===== src/hdl/srpc_pkg.sv =====
// Shared types, constants and codes for the service RPC header parser.
package srpc_pkg;

  localparam int HEADER_BYTES      = 16;
  localparam int HDR_IDX_W         = 4;
  localparam int COUNT_W           = 16;
  localparam int ENTRY_W           = 41;
  localparam int TABLE_ENTRIES_DEF = 6;
  localparam int CFG_IDX_W         = 3;
  localparam int CFG_DATA_W        = 41;
  localparam int ERR_IDX_W         = 4;

  // configuration register indexes
  localparam logic [CFG_IDX_W-1:0] REG_ENABLE       = 3'd0;
  localparam logic [CFG_IDX_W-1:0] REG_METHOD_COUNT = 3'd1;
  localparam logic [CFG_IDX_W-1:0] REG_ENTRY_BASE   = 3'd2;

  // verdict codes
  localparam logic [2:0] VERDICT_DISABLED   = 3'd0;
  localparam logic [2:0] VERDICT_MALFORMED  = 3'd1;
  localparam logic [2:0] VERDICT_DISPATCHED = 3'd2;
  localparam logic [2:0] VERDICT_NO_HANDLER = 3'd3;
  localparam logic [2:0] VERDICT_UNKNOWN    = 3'd4;

  localparam logic KIND_VERDICT = 1'b0;
  localparam logic KIND_ERROR   = 1'b1;

  localparam logic [31:0] LEN_BIAS           = 32'd8;
  localparam logic [7:0]  PROTO_VERSION      = 8'h01;
  localparam logic [7:0]  MSG_ERROR_CODE     = 8'h81;
  localparam logic [7:0]  RET_UNKNOWN_METHOD = 8'h03;

  typedef logic [HEADER_BYTES-1:0][7:0] hdr_bytes_t;

  typedef struct packed {
    logic [15:0] service_id;
    logic [15:0] method_id;
    logic [15:0] client_id;
    logic [15:0] session_id;
    logic [7:0]  iface_version;
    logic [7:0]  msg_type;
    logic [31:0] payload_length;
  } hdr_info_t;

  typedef struct packed {
    logic [2:0] verdict;
    logic [2:0] entry_index;
    hdr_info_t  hdr;
  } cls_t;

endpackage


===== src/hdl/srpc_capture.sv =====
// Header byte capture, frame byte counter and end-of-frame hold register.
module srpc_capture (
  input  logic                              clk,
  input  logic                              rst,
  input  logic                              acc,
  input  logic [7:0]                        rx_byte,
  input  logic                              last_byte,
  input  logic                              take,
  output logic                              pend,
  output logic [srpc_pkg::COUNT_W-1:0]      pend_count,
  output srpc_pkg::hdr_bytes_t              hdr
);

  logic [srpc_pkg::COUNT_W-1:0] counter;
  logic [srpc_pkg::COUNT_W-1:0] count_inc;
  logic                         in_header;

  assign in_header = (counter[srpc_pkg::COUNT_W-1:srpc_pkg::HDR_IDX_W] == '0);
  assign count_inc = (counter == '1) ? counter : counter + 1'b1;

  always_ff @(posedge clk) begin
    if (rst) begin
      counter <= '0;
      pend    <= 1'b0;
    end else begin
      if (acc) begin
        counter <= last_byte ? '0 : count_inc;
      end
      // a take and a new frame end in the same cycle leave pend set
      if (acc && last_byte) begin
        pend <= 1'b1;
      end else if (take) begin
        pend <= 1'b0;
      end
    end
  end

  always_ff @(posedge clk) begin
    if (acc && last_byte) begin
      pend_count <= count_inc;
    end
    for (int i = 0; i < srpc_pkg::HEADER_BYTES; i++) begin
      if (acc && in_header && counter[srpc_pkg::HDR_IDX_W-1:0] == srpc_pkg::HDR_IDX_W'(i)) begin
        hdr[i] <= rx_byte;
      end
    end
  end

endmodule


===== src/hdl/srpc_classify.sv =====
// Frame checks and method table lookup, all combinational.
module srpc_classify #(
  parameter int TABLE_ENTRIES = srpc_pkg::TABLE_ENTRIES_DEF
) (
  input  srpc_pkg::hdr_bytes_t                            hdr,
  input  logic [srpc_pkg::COUNT_W-1:0]                    count,
  input  logic                                            enable,
  input  logic [2:0]                                      method_count,
  input  logic [TABLE_ENTRIES-1:0][srpc_pkg::ENTRY_W-1:0] entries,
  output srpc_pkg::cls_t                                  cls
);

  logic [31:0]         lenf;
  logic                malformed;
  srpc_pkg::hdr_info_t info;
  logic                found;
  logic [2:0]          found_idx;
  logic                found_hdl;

  assign lenf = {hdr[4], hdr[5], hdr[6], hdr[7]};

  // length plus bias compared at 33 bits so it cannot wrap
  assign malformed = (count < 16'(srpc_pkg::HEADER_BYTES)) || (lenf < srpc_pkg::LEN_BIAS) ||
                     (({1'b0, lenf} + {1'b0, srpc_pkg::LEN_BIAS}) > 33'(count));

  always_comb begin
    info.service_id     = {hdr[0], hdr[1]};
    info.method_id      = {hdr[2], hdr[3]};
    info.client_id      = {hdr[8], hdr[9]};
    info.session_id     = {hdr[10], hdr[11]};
    info.iface_version  = hdr[13];
    info.msg_type       = hdr[14];
    info.payload_length = lenf - srpc_pkg::LEN_BIAS;
  end

  // first match wins: scan from the top down
  always_comb begin
    found     = 1'b0;
    found_idx = '0;
    found_hdl = 1'b0;
    for (int i = TABLE_ENTRIES - 1; i >= 0; i--) begin
      if (3'(i) < method_count &&
          entries[i][39:24] == info.service_id &&
          entries[i][23:8]  == info.method_id &&
          entries[i][7:0]   == info.iface_version) begin
        found     = 1'b1;
        found_idx = 3'(i);
        found_hdl = entries[i][40];
      end
    end
  end

  always_comb begin
    cls = '0;
    if (!enable) begin
      cls.verdict = srpc_pkg::VERDICT_DISABLED;
    end else if (malformed) begin
      cls.verdict = srpc_pkg::VERDICT_MALFORMED;
    end else begin
      cls.hdr = info;
      if (found) begin
        cls.verdict     = found_hdl ? srpc_pkg::VERDICT_DISPATCHED
                                    : srpc_pkg::VERDICT_NO_HANDLER;
        cls.entry_index = found_idx;
      end else begin
        cls.verdict = srpc_pkg::VERDICT_UNKNOWN;
      end
    end
  end

endmodule


===== src/hdl/srpc_emit.sv =====
// Result register and error frame sequencer.
module srpc_emit (
  input  logic           clk,
  input  logic           rst,
  input  logic           pend,
  input  srpc_pkg::cls_t cls,
  input  logic           out_stall,
  output logic           take,
  output logic           out_valid,
  output logic           result_kind,
  output logic [2:0]     verdict,
  output logic [2:0]     entry_index,
  output logic [15:0]    service_id,
  output logic [15:0]    method_id,
  output logic [15:0]    client_id,
  output logic [15:0]    session_id,
  output logic [7:0]     iface_version,
  output logic [7:0]     msg_type,
  output logic [31:0]    payload_length,
  output logic [7:0]     tx_byte,
  output logic           run_end
);

  logic                          out_free;
  logic                          err_active;
  logic [srpc_pkg::ERR_IDX_W-1:0] err_idx;
  logic [15:0]                   snap_svc;
  logic [15:0]                   snap_mth;
  logic [15:0]                   snap_cli;
  logic [15:0]                   snap_ses;
  logic [7:0]                    snap_ifv;
  logic [7:0]                    err_byte;

  assign out_free = !out_valid || !out_stall;
  assign take     = out_free && !err_active && pend;

  always_comb begin
    case (err_idx)
      4'd0:    err_byte = snap_svc[15:8];
      4'd1:    err_byte = snap_svc[7:0];
      4'd2:    err_byte = snap_mth[15:8];
      4'd3:    err_byte = snap_mth[7:0];
      4'd7:    err_byte = srpc_pkg::LEN_BIAS[7:0];
      4'd8:    err_byte = snap_cli[15:8];
      4'd9:    err_byte = snap_cli[7:0];
      4'd10:   err_byte = snap_ses[15:8];
      4'd11:   err_byte = snap_ses[7:0];
      4'd12:   err_byte = srpc_pkg::PROTO_VERSION;
      4'd13:   err_byte = snap_ifv;
      4'd14:   err_byte = srpc_pkg::MSG_ERROR_CODE;
      4'd15:   err_byte = srpc_pkg::RET_UNKNOWN_METHOD;
      default: err_byte = 8'h00;  // upper length bytes
    endcase
  end

  always_ff @(posedge clk) begin
    if (rst) begin
      out_valid  <= 1'b0;
      err_active <= 1'b0;
      err_idx    <= '0;
    end else if (out_free) begin
      if (err_active) begin
        out_valid <= 1'b1;
        err_idx   <= err_idx + 1'b1;
        if (&err_idx) begin
          err_active <= 1'b0;
        end
      end else if (pend) begin
        out_valid  <= 1'b1;
        err_active <= (cls.verdict == srpc_pkg::VERDICT_UNKNOWN);
        err_idx    <= '0;
      end else begin
        out_valid <= 1'b0;
      end
    end
  end

  always_ff @(posedge clk) begin
    if (out_free) begin
      if (err_active) begin
        result_kind    <= srpc_pkg::KIND_ERROR;
        verdict        <= srpc_pkg::VERDICT_DISABLED;
        entry_index    <= '0;
        service_id     <= '0;
        method_id      <= '0;
        client_id      <= '0;
        session_id     <= '0;
        iface_version  <= '0;
        msg_type       <= '0;
        payload_length <= '0;
        tx_byte        <= err_byte;
        run_end        <= &err_idx;
      end else if (pend) begin
        result_kind    <= srpc_pkg::KIND_VERDICT;
        verdict        <= cls.verdict;
        entry_index    <= cls.entry_index;
        service_id     <= cls.hdr.service_id;
        method_id      <= cls.hdr.method_id;
        client_id      <= cls.hdr.client_id;
        session_id     <= cls.hdr.session_id;
        iface_version  <= cls.hdr.iface_version;
        msg_type       <= cls.hdr.msg_type;
        payload_length <= cls.hdr.payload_length;
        tx_byte        <= '0;
        run_end        <= (cls.verdict != srpc_pkg::VERDICT_UNKNOWN);
        snap_svc       <= cls.hdr.service_id;
        snap_mth       <= cls.hdr.method_id;
        snap_cli       <= cls.hdr.client_id;
        snap_ses       <= cls.hdr.session_id;
        snap_ifv       <= cls.hdr.iface_version;
      end
    end
  end

endmodule


===== src/hdl/service_rpc_header_parse_dispatch.sv =====
// Top level of the service RPC header parser and dispatcher.
//
// Input channel (in_valid/in_stall): one frame byte per request, last_byte on
// the final byte. A request is taken when in_valid is high and in_stall low.
// Output channel (out_valid/out_stall): one verdict record per frame; an
// unknown method verdict is followed by 16 error frame bytes (result_kind 1),
// run_end marks the last result of a frame.
// Throughput: one byte per cycle while in_stall is low. A frame end is
// registered in the end-of-frame hold register and its verdict then in the
// result register; the header compare and table lookup run combinationally
// between the two. Input stalls only while a finished frame waits for the
// result register, i.e. while the receiver stalls or error bytes stream out.
// Configuration (cfg_write/cfg_index/cfg_data) must be written while idle;
// the block itself does not enforce this. Reset clears the byte counter,
// pending state, output valid and all configuration registers; the block is
// disabled until enable is written.
module service_rpc_header_parse_dispatch #(
  parameter int TABLE_ENTRIES = srpc_pkg::TABLE_ENTRIES_DEF
) (
  input  logic                                clk,
  input  logic                                rst,
  input  logic                                cfg_write,
  input  logic [srpc_pkg::CFG_IDX_W-1:0]      cfg_index,
  input  logic [srpc_pkg::CFG_DATA_W-1:0]     cfg_data,
  input  logic                                in_valid,
  output logic                                in_stall,
  input  logic [7:0]                          rx_byte,
  input  logic                                last_byte,
  output logic                                out_valid,
  input  logic                                out_stall,
  output logic                                result_kind,
  output logic [2:0]                          verdict,
  output logic [2:0]                          entry_index,
  output logic [15:0]                         service_id,
  output logic [15:0]                         method_id,
  output logic [15:0]                         client_id,
  output logic [15:0]                         session_id,
  output logic [7:0]                          iface_version,
  output logic [7:0]                          msg_type,
  output logic [31:0]                         payload_length,
  output logic [7:0]                          tx_byte,
  output logic                                run_end
);

  logic                                            enable;
  logic [2:0]                                      method_count;
  logic [TABLE_ENTRIES-1:0][srpc_pkg::ENTRY_W-1:0] entries;
  logic [srpc_pkg::CFG_IDX_W-1:0]                  entry_off;

  logic                          acc;
  logic                          take;
  logic                          pend;
  logic [srpc_pkg::COUNT_W-1:0]  pend_count;
  srpc_pkg::hdr_bytes_t          hdr;
  srpc_pkg::cls_t                cls;

  assign entry_off = cfg_index - srpc_pkg::REG_ENTRY_BASE;

  always_ff @(posedge clk) begin
    if (rst) begin
      enable       <= 1'b0;
      method_count <= '0;
      entries      <= '0;
    end else if (cfg_write) begin
      if (cfg_index == srpc_pkg::REG_ENABLE) begin
        enable <= cfg_data[0];
      end else if (cfg_index == srpc_pkg::REG_METHOD_COUNT) begin
        method_count <= cfg_data[2:0];
      end else begin
        for (int i = 0; i < TABLE_ENTRIES; i++) begin
          if (entry_off == srpc_pkg::CFG_IDX_W'(i)) begin
            entries[i] <= cfg_data[srpc_pkg::ENTRY_W-1:0];
          end
        end
      end
    end
  end

  // a pending frame end holds the header store until it is classified
  assign in_stall = pend && !take;
  assign acc      = in_valid && !in_stall;

  srpc_capture u_capture (
    .clk        (clk),
    .rst        (rst),
    .acc        (acc),
    .rx_byte    (rx_byte),
    .last_byte  (last_byte),
    .take       (take),
    .pend       (pend),
    .pend_count (pend_count),
    .hdr        (hdr)
  );

  srpc_classify #(
    .TABLE_ENTRIES (TABLE_ENTRIES)
  ) u_classify (
    .hdr          (hdr),
    .count        (pend_count),
    .enable       (enable),
    .method_count (method_count),
    .entries      (entries),
    .cls          (cls)
  );

  srpc_emit u_emit (
    .clk            (clk),
    .rst            (rst),
    .pend           (pend),
    .cls            (cls),
    .out_stall      (out_stall),
    .take           (take),
    .out_valid      (out_valid),
    .result_kind    (result_kind),
    .verdict        (verdict),
    .entry_index    (entry_index),
    .service_id     (service_id),
    .method_id      (method_id),
    .client_id      (client_id),
    .session_id     (session_id),
    .iface_version  (iface_version),
    .msg_type       (msg_type),
    .payload_length (payload_length),
    .tx_byte        (tx_byte),
    .run_end        (run_end)
  );

endmodule


===== config.mk =====
export PLATFORM = sky130hd
export DESIGN_NAME = service_rpc_header_parse_dispatch
export DESIGN_NICKNAME = d
export VERILOG_FILES = /design/src/hdl/srpc_pkg.sv /design/src/hdl/srpc_capture.sv /design/src/hdl/srpc_classify.sv /design/src/hdl/srpc_emit.sv /design/src/hdl/service_rpc_header_parse_dispatch.sv
export SDC_FILE = /design/constraint.sdc
export NUM_CORES = 1
export LEC_CHECK = 0
export BUFFER_PORTS_ARGS = -buffer_cell sky130_fd_sc_hd__buf_4
export CAP_MARGIN = 0
export CORE_MARGIN = 2
export CORE_UTILIZATION = 65
export CTS_CLUSTER_SIZE = 30
export DETAILED_ROUTE_END_ITERATION = 8
export GPL_TIMING_DRIVEN = 0
export PLACE_DENSITY_LB_ADDON = 0.15
export SLEW_MARGIN = 20
export SYNTH_ARGS = -nofsm -noshare
export SYNTH_HDL_FRONTEND = slang
export SYNTH_HIERARCHICAL = 1
export SYNTH_SLANG_ARGS = --single-unit

===== constraint.sdc =====
create_clock -name clk -period 10.2 [get_ports clk]
set_input_delay 1.53 -clock clk [delete_from_list [all_inputs] [get_ports clk]]
set_output_delay 1.53 -clock clk [all_outputs]
set_load 0.02 [all_outputs]

# --- Word level (Yosys, flattened, before mapping) ---
# Index checks and enable logic that the tools add are counted.
totals:
  romBits: 0
  ff_bits: 601
  n_memories: 0
  output_inout_bits: 130
  ramBits: 0
  latchBits: 0
op_classes:
  div: 0
  eq_ne: 52
  n_shift: 0
  n_reduce_logical: 64
  n_mux: 51
  bitwise: 3
  n_addsub: 5
  multipliers: 0
  magnitude_cmp: 9
op_table:
  columns: ["op", "n"]
  rows:
  - ["$mux 115", 2]
  - ["$eq 16x16->1", 12]
  - ["$pmux 8 s13", 1]
  - ["$mux 16", 6]
  - ["$eq 4x4->1 const B", 14]
  - ["$eq 8x8->1", 6]
  - ["$logic_and 1x1->1", 38]
  - ["$mux 3", 12]
  - ["$add 32x4->33 const B", 1]
  - ["$gt 33x16->1", 1]
  - ["$lt 32x4->1 const B", 1]
  - ["$mux 32", 1]
  - ["$mux 8", 4]
  - ["$sub 32x4->32 const B", 1]
  - ["$reduce_and 4->1", 7]
  - ["$mux 1", 23]
  - ["$eq 4x3->1 const B", 5]
  - ["$add 16x1->16 const B", 1]
  - ["$eq 16x16->1 const B", 1]
  - ["$eq 4x2->1 const B", 4]
  - ["$lt 16x5->1 const B", 1]
  - ["$logic_not 12->1", 1]
  - ["$eq 3x3->1 const B", 3]
  - ["$eq 4x1->1 const B", 2]
  - ["other kinds (17)", 36]

# --- Longest topological paths before layout ---
# Gate-level depths: netlist of the first run.
logic_depth:
  ltp_word: 17
  mapped_depth: 17

# --- Cells and area by module ---
# Netlist of the first run, hierarchy kept.
by_module_without_submodules:
  columns: ["mod", "cells_per_inst", "instances", "seq_area_each_um2", "area_each_um2"]
  rows:
  - ["service_rpc_header_parse_dispatch", 869, 1, 5004.8, 9779.4]
  - ["srpc_emit", 469, 1, 6125.9, 7778.7]
  - ["srpc_classify", 933, 1, 0.0, 6583.8]
  - ["srpc_capture", 334, 1, 4664.5, 5779.3]

# --- Worst setup path after synthesis of the first run ---
# OpenSTA, ideal clock, no wires.
synth_timing:
  path_kind: "input-to-reg"
  from: "input port out_stall"
  to: "register u_emit.client_id[0], enable pin"
  setup_slack_ns: 5.532
  setup_ns: 0.481
  cell_stages: 2
  arrival_ns: 4.187
  path_buffers: 0
  required_ns: 9.719
  path_cell_list: "o2bb2ai_1 -> inv_1"
synth_between:
  elab_chain_cells: 3
synth_rtl:
  columns: ["element", "line_no", "rtl"]
  rows:
  - ["from (decl)", "service_rpc_header_parse_dispatch.sv:30", "input logic out_stall,"]
  - ["$logic_not 1->1", "srpc_emit.sv:34", "assign out_free = !out_valid || !out_stall;"]
  - ["$logic_or 1x1->1", "srpc_emit.sv:34", null]
  - ["$reduce_and 2->1 (no line)", null, null]
  - ["to (signal assigned)", "srpc_emit.sv:99", "client_id <= cls.hdr.client_id;"]
  - ["to (decl)", "srpc_emit.sv:15", "output logic [15:0] client_id,"]
# Every way passes these cells.
# A chain may end at the register's enable or synchronous reset.

==> results of run 1 <==
## layout make-up
type / count / area [µm²] / share of cell area, %
Clock inverter: 28 / 386.6 / 1.144
Timing Repair Buffer: 184 / 1414 / 4.184
Clock buffer: 84 / 1785 / 5.283
Sequential cell: 601 / 15310 / 45.32
Inverter: 120 / 455.4 / 1.348
Buffer: 189 / 1016 / 3.006
Tap cell: 592 / 740.7 / 2.192
Multi-Input combinational cell: 1683 / 12680 / 37.53
## worst register-to-register path, cell delays in order, from the launching register on
cell       delay [ps]
edfxtp_1          340
buf_2             210
nand3_1           200
nor2_1            680
nand3_1           190
xnor2_1           170
ha_1              290
nand2_1            90
o21ai_0            70
a2bb2oi_1         150
a2111oi_1         790
nor2_1            130
or4_4             570
buf_2             220
nor4_2            320
nor4b_1           620
a21oi_1           130
a211oi_1          250
## per-stage QoR
stage / utilization (%) / cells / instance area, µm² / hold slack (ps)
after global routing: 76.09 / 3481 / 33790 / 498.1
after floorplan: - / 2593 / 29450 / 439.5
after detailed placement: 71.20 / 3369 / 31620 / 465.5
after global placement: 71.06 / 3367 / 31560 / 462.1
after CTS: 76.09 / 3481 / 33790 / 480.0
final: 76.09 / 3481 / 33790 / 481.4
## sequential cells by signal, summed over array words and instances (netlist names), 16 cells and up
name,cells
u_emit/snap_cli,16
u_capture/hdr,112
u_capture/pend_count,16
u_emit/service_id,16
u_emit/snap_svc,16
u_emit/method_id,16
entries,246
u_emit/client_id,16
u_emit/snap_mth,16
u_emit/session_id,16
u_capture/counter,16
u_emit/snap_ses,16
u_emit/payload_length,32
## layer usage
metal	share of wire (%)	routed length, µm	vias up
met5	0.011	11	-
met4	6.4	6241	2
met3	11	11280	335
met2	45	44280	1461
li1	-	-	9582
met1	37	36340	10840
## power by group through the flow
stage | logic, W | clock network, W | registers [W]
floorplan | 0.000178 | 0 | 0.00271
global placement | 0.000353 | 0 | 0.00269
detailed placement | 0.000364 | 0 | 0.00269
CTS | 0.000366 | 0.00241 | 0.00264
global route | 0.000389 | 0.00250 | 0.00264
finish | 0.000380 | 0.00241 | 0.00264
## worst max path at each step
stage | start | end | slack [ps] | cells after the start
finish | u_capture/hdr[63]$_DFFE_PP_ | u_emit/err_active$_SDFFE_PP0N_ | 4720 | 17
global placement | out_stall | u_emit/service_id[12]$_SDFFCE_PP0P_ | 4670 | 3
floorplan | out_stall | u_emit/client_id[0]$_SDFFCE_PP0P_ | 5530 | 2
detailed placement | u_capture/hdr[63]$_DFFE_PP_ | u_emit/err_active$_SDFFE_PP0N_ | 4680 | 16
CTS | u_capture/hdr[63]$_DFFE_PP_ | u_emit/err_active$_SDFFE_PP0N_ | 4640 | 16
global route | u_capture/hdr[63]$_DFFE_PP_ | u_emit/err_active$_SDFFE_PP0N_ | 4360 | 17
==> run metrics, run 1 <==
final slew viol count=0; clock-pin transition on the worst setup and hold timing paths=70 ps; Final Wtd Congestion=0.9840; CP required=10770 ps; GRT Total Usage=41.45%; Vias/cell=6.382; std cell rows=77; Crit-path slowest cell=a2111oi_1; hold path cells=2; Final period util=53.71%; global route overflow=0; die area=0.04700 mm²; CTS H-tree depth=2; R2R Path End=u_emit/err_active$_SDFFE_PP0N_; Ant. Diodes=0; number of global-route vias before repair=21.66k; YS warnings=6; Critical Path Max Stage Delay=790 ps; Crit Path Class=flop to flop; post-route setup TNS=0 ps; Port Buffers=182; Final setup viols=0; Critical Path Start Type=flop; largest net degree at the start of global routing=77; Final ANT Viol Nets=0; overall power=0.005429 W; met3 GRT Util=9.713%; global-route met1 utilization=53.24%; cts hold-fix bufs=0; Slew HR=12.20%; Routed WL=98150 µm; DP Worst Slack=4681 ps; Final Hold Fails=0; Buf/Inv on CP=2; CTS Buffer Depth=3; Post-route DRC=0; internal power=0.004161 W; delay-heaviest family, CP=simple AND/OR/NAND/NOR gates; NetSw=0.001268 W; die width=216.8 µm; most common cell after layout, fill and taps aside=edfxtp_1; Logic pwr share=7.0%; CTS tree=yes; post-synthesis cell area=0.02943 mm²; CTS resizes=0; Initial Utilization=66.26%; nets=2924; Reg2Reg Setup Slack=4720 ps; max frequency=182.5 MHz; status=finished clean; synth-to-layout area growth=14.83%; Wirelength per Cell=28.20 µm; initial antenna violation count=2; Flop pwr share=48.6%; Hold Path Sink=entries[163]$_SDFFE_PP0P_; Crit Path Max Fanout=10; Reg2Reg Depth=17; HP Start=entries[163]$_SDFFE_PP0P_; Worst setup EP type=flop; reg2reg start=u_capture/hdr[63]$_DFFE_PP_; TritonCTS buffer count=60; RSZ-0062 raised after global routing=false; CTS Sinks=601; DIE HEIGHT=216.8 µm; Clock Power Share=44.4%; DRT Pass-1 Iters=8; Ports=188; crit-path cells=buf_2 > nand3_1 > nor2_1 > nand3_1 > xnor2_1 > ha_1 > nand2_1 > o21ai_0 > a2bb2oi_1 > a2111oi_1 > nor2_1 > or4_4 > buf_2 > nor4_2 > nor4b_1 > a21oi_1 > a211oi_1; Max-cap violations=0; power density cells=160.7 mW/mm²; Worst-Skew Late Latency=650 ps; HP Class=flop to flop; layout cell share with drive strength beyond 1=17.27%; Worst EP arrival=6050 ps; global-route wire length before repair=140200 µm; CORE AREA=0.04441 mm²; Worst Max-Slew Pin Slew=1317 ps; switch share=23.36%; initial DRC count=2822; root buffer cell=clkbuf_16; met2 usage=65.17%; Avg Cell Area, Syn=11.38 µm²; setup slack after layout=4722 ps; min Tclk post-route=5478 ps; Max VDD drop=0.0001896 V; hpwl dp=67260 µm; via count=22.22k; Mapped Cells=2587; most frequent cells in the layout=edfxtp_1 (328), nand2b_1 (294), dfxtp_1 (273), mux2i_1 (250), buf_4 (198); post-CTS setup buffers=0; gr busiest metal=met2; Layout Skew=25.56 ps; cell leakage power=13.67 nW; FILL cells=2873
(Power assumes the default switching activity.)
==> inputs of run 2 (changes only) <==
--- a/config.mk
+++ b/config.mk
@@ -8,7 +8,7 @@
 export BUFFER_PORTS_ARGS = -buffer_cell sky130_fd_sc_hd__buf_4
 export CAP_MARGIN = 0
 export CORE_MARGIN = 2
-export CORE_UTILIZATION = 65
+export CORE_UTILIZATION = 61
 export CTS_CLUSTER_SIZE = 30
 export DETAILED_ROUTE_END_ITERATION = 8
 export GPL_TIMING_DRIVEN = 0
==> constraint.sdc (replaced) <==
create_clock -name clk -period 5.47 [get_ports clk]
set_input_delay 0.8205 -clock clk [delete_from_list [all_inputs] [get_ports clk]]
set_output_delay 0.8205 -clock clk [all_outputs]
set_load 0.02 [all_outputs]
==> run metrics, run 2 (same netlist as run 1, synthesis figures left out) <==
initial antenna violation count=2; nets=2924; Crit Path Class=flop to flop; clock-pin transition on the worst setup and hold timing paths=70 ps; Final setup viols=0; Final period util=91.52%; number of global-route vias before repair=21.60k; Worst-Skew Late Latency=650 ps; DIE HEIGHT=223.7 µm; max frequency=199.8 MHz; Worst EP arrival=5550 ps; synth-to-layout area growth=14.75%; crit-path cells=ha_1 > nand4_2 > or3_4 > xnor2_1 > ha_1 > o21ai_0 > a2bb2oi_1 > a2111oi_2 > nor2_1 > or4_4 > buf_2 > nor4_2 > nor4b_1 > a21oi_1 > a211oi_1; switch share=24.10%; Critical Path Start Type=flop; Crit-path slowest cell=or4_4; Logic pwr share=7.1%; hpwl dp=68300 µm; Layout Skew=19.76 ps; met3 WL=9265 µm; cts hold-fix bufs=0; initial DRC count=2582; min Tclk post-route=5006 ps; Final Hold Fails=0; Critical Path Most Common Cell=ha_1; Max VDD drop=0.0002418 V; wire length on met2=44900 µm; largest net degree at the start of global routing=67; Largest Register=entries; most common cell after layout, fill and taps aside=edfxtp_1; post-route setup TNS=0 ps; CTS Buffer Depth=3; CTS H-tree depth=2; Crit Path Max Fanout=10; overall power=0.01000 W; Ports=188; internal power=0.007591 W; Final ANT Viol Nets=0; Critical Path Max Stage Delay=570 ps; power density cells=296.1 mW/mm²; NetSw=0.002410 W; Worst setup EP type=flop; CP required=6010 ps; max FFs per register=246; CTS tree=yes; std cell rows=80; Wirelength per Cell=28.26 µm; Routed WL=99140 µm; TritonCTS buffer count=60; Flop pwr share=49.2%; layout cell share with drive strength beyond 1=17.78%; Max Used Layer=met5; met1 WL=38170 µm; Worst Max-Slew Pin Slew=1292 ps; Clock Power Share=43.7%; Initial Utilization=61.77%; CORE AREA=0.04765 mm²; Slew HR=13.84%; hold path cells=2; Post-route DRC=0; CTS Sinks=601; global-route wire length before repair=141900 µm; global route overflow=0; GRT Total Usage=39.28%; largest registers=entries (246), u_capture/hdr (112), u_emit/payload_length (32); HP Class=flop to flop; post-CTS setup buffers=0; Vias/cell=6.200; root buffer cell=clkbuf_16; Reg2Reg Depth=15; Port Buffers=182; die area=0.05002 mm²; Final Wtd Congestion=0.9970; most frequent cells in the layout=edfxtp_1 (328), nand2b_1 (294), dfxtp_1 (273), mux2i_1 (250), buf_4 (198); cell leakage power=13.66 nW; final slew viol count=0; Max-cap violations=0; via count=21.75k; RSZ-0062 raised after global routing=false; status=finished clean; die width=223.7 µm; DRT Pass-1 Iters=6
==> run 2: changes by cell type in the layout (fill, tap and decap cells not counted), sizes merged <==
cell,before,now
clkbuf,194,182
clkinv,13,23
clkinvlp,4,8
diode,0,2
bufinv,8,7
inv,123,124
==> run 2: cell type report <==
class                   count  area (µm²)
plain buffers             189        1022
repair buffers            184        1421
flip-flops and latches    601       15310
multi-input cells        1683       12690
diodes                      2       5.005
inverters                 120       455.4
fillers                  3394       13870
clock buffers              72        1648
clock inverters            42       445.4
well taps                 615       769.5
==> run 2: worst max-delay path: cells and delay by family (launching register included) <==
family                   cells  cell delay (ps)
AND/OR/NAND/NOR              6             2130
AO/OA/AOI/OAI                5             1230
adder cells (fa/ha/maj)      2              570
flip-flops                   1              490
XOR/XNOR                     1              250
buffers and inverters        1              220
==> run 2: worst paths after layout <==
path                                          to                        start  slack (ps)
setup / recovery  u_emit/err_active$_SDFFE_PP0N_  u_capture/hdr[59]$_DFFE_PP_         460
setup reg to reg  u_emit/err_active$_SDFFE_PP0N_  u_capture/hdr[59]$_DFFE_PP_         460
hold reg to reg         entries[45]$_SDFFE_PP0P_     entries[45]$_SDFFE_PP0P_         490
hold / removal          entries[45]$_SDFFE_PP0P_     entries[45]$_SDFFE_PP0P_         490
==> run 2: timing repair <==
| action | 4_1_cts | 5_1_grt |
|---|---|---|
| endpoints found under the hold margin | 0 | 0 |
| cloned | 0 | 0 |
| resized for setup | 1 | 2 |
| endpoints found under the setup margin | 1 | 2 |
==> run 2: layer usage <==
layer	track usage, %	vias up
met5	0	-
met4	23.91	2
met3	8.959	343
met2	62.27	1252
met1	49.23	10560
li1	-	9595
==> run 2: metrics by stage <==
step | utilization, % | instance area (µm²) | hold slack (ps) | setup WS (ps) | cells
floorplan | - | 29450 | 439.5 | 1426 | 2593
global placement | 66.30 | 31590 | 460.0 | 104.2 | 3390
detailed placement | 66.45 | 31660 | 458.8 | 26.96 | 3392
CTS | 70.85 | 33760 | 481.4 | 178.8 | 3506
global route | 70.87 | 33770 | 496.1 | 186.0 | 3506
finish | 70.88 | 33770 | 488.4 | 464.1 | 3508
==> run 2: power by group through the flow <==
stage,combinational (W),sequential [W],clock (W)
floorplan,0.000332,0.00506,0
global placement,0.000668,0.00502,0
detailed placement,0.000685,0.00502,0
CTS,0.000690,0.00492,0.00439
global route,0.000730,0.00493,0.00455
finish,0.000709,0.00492,0.00437
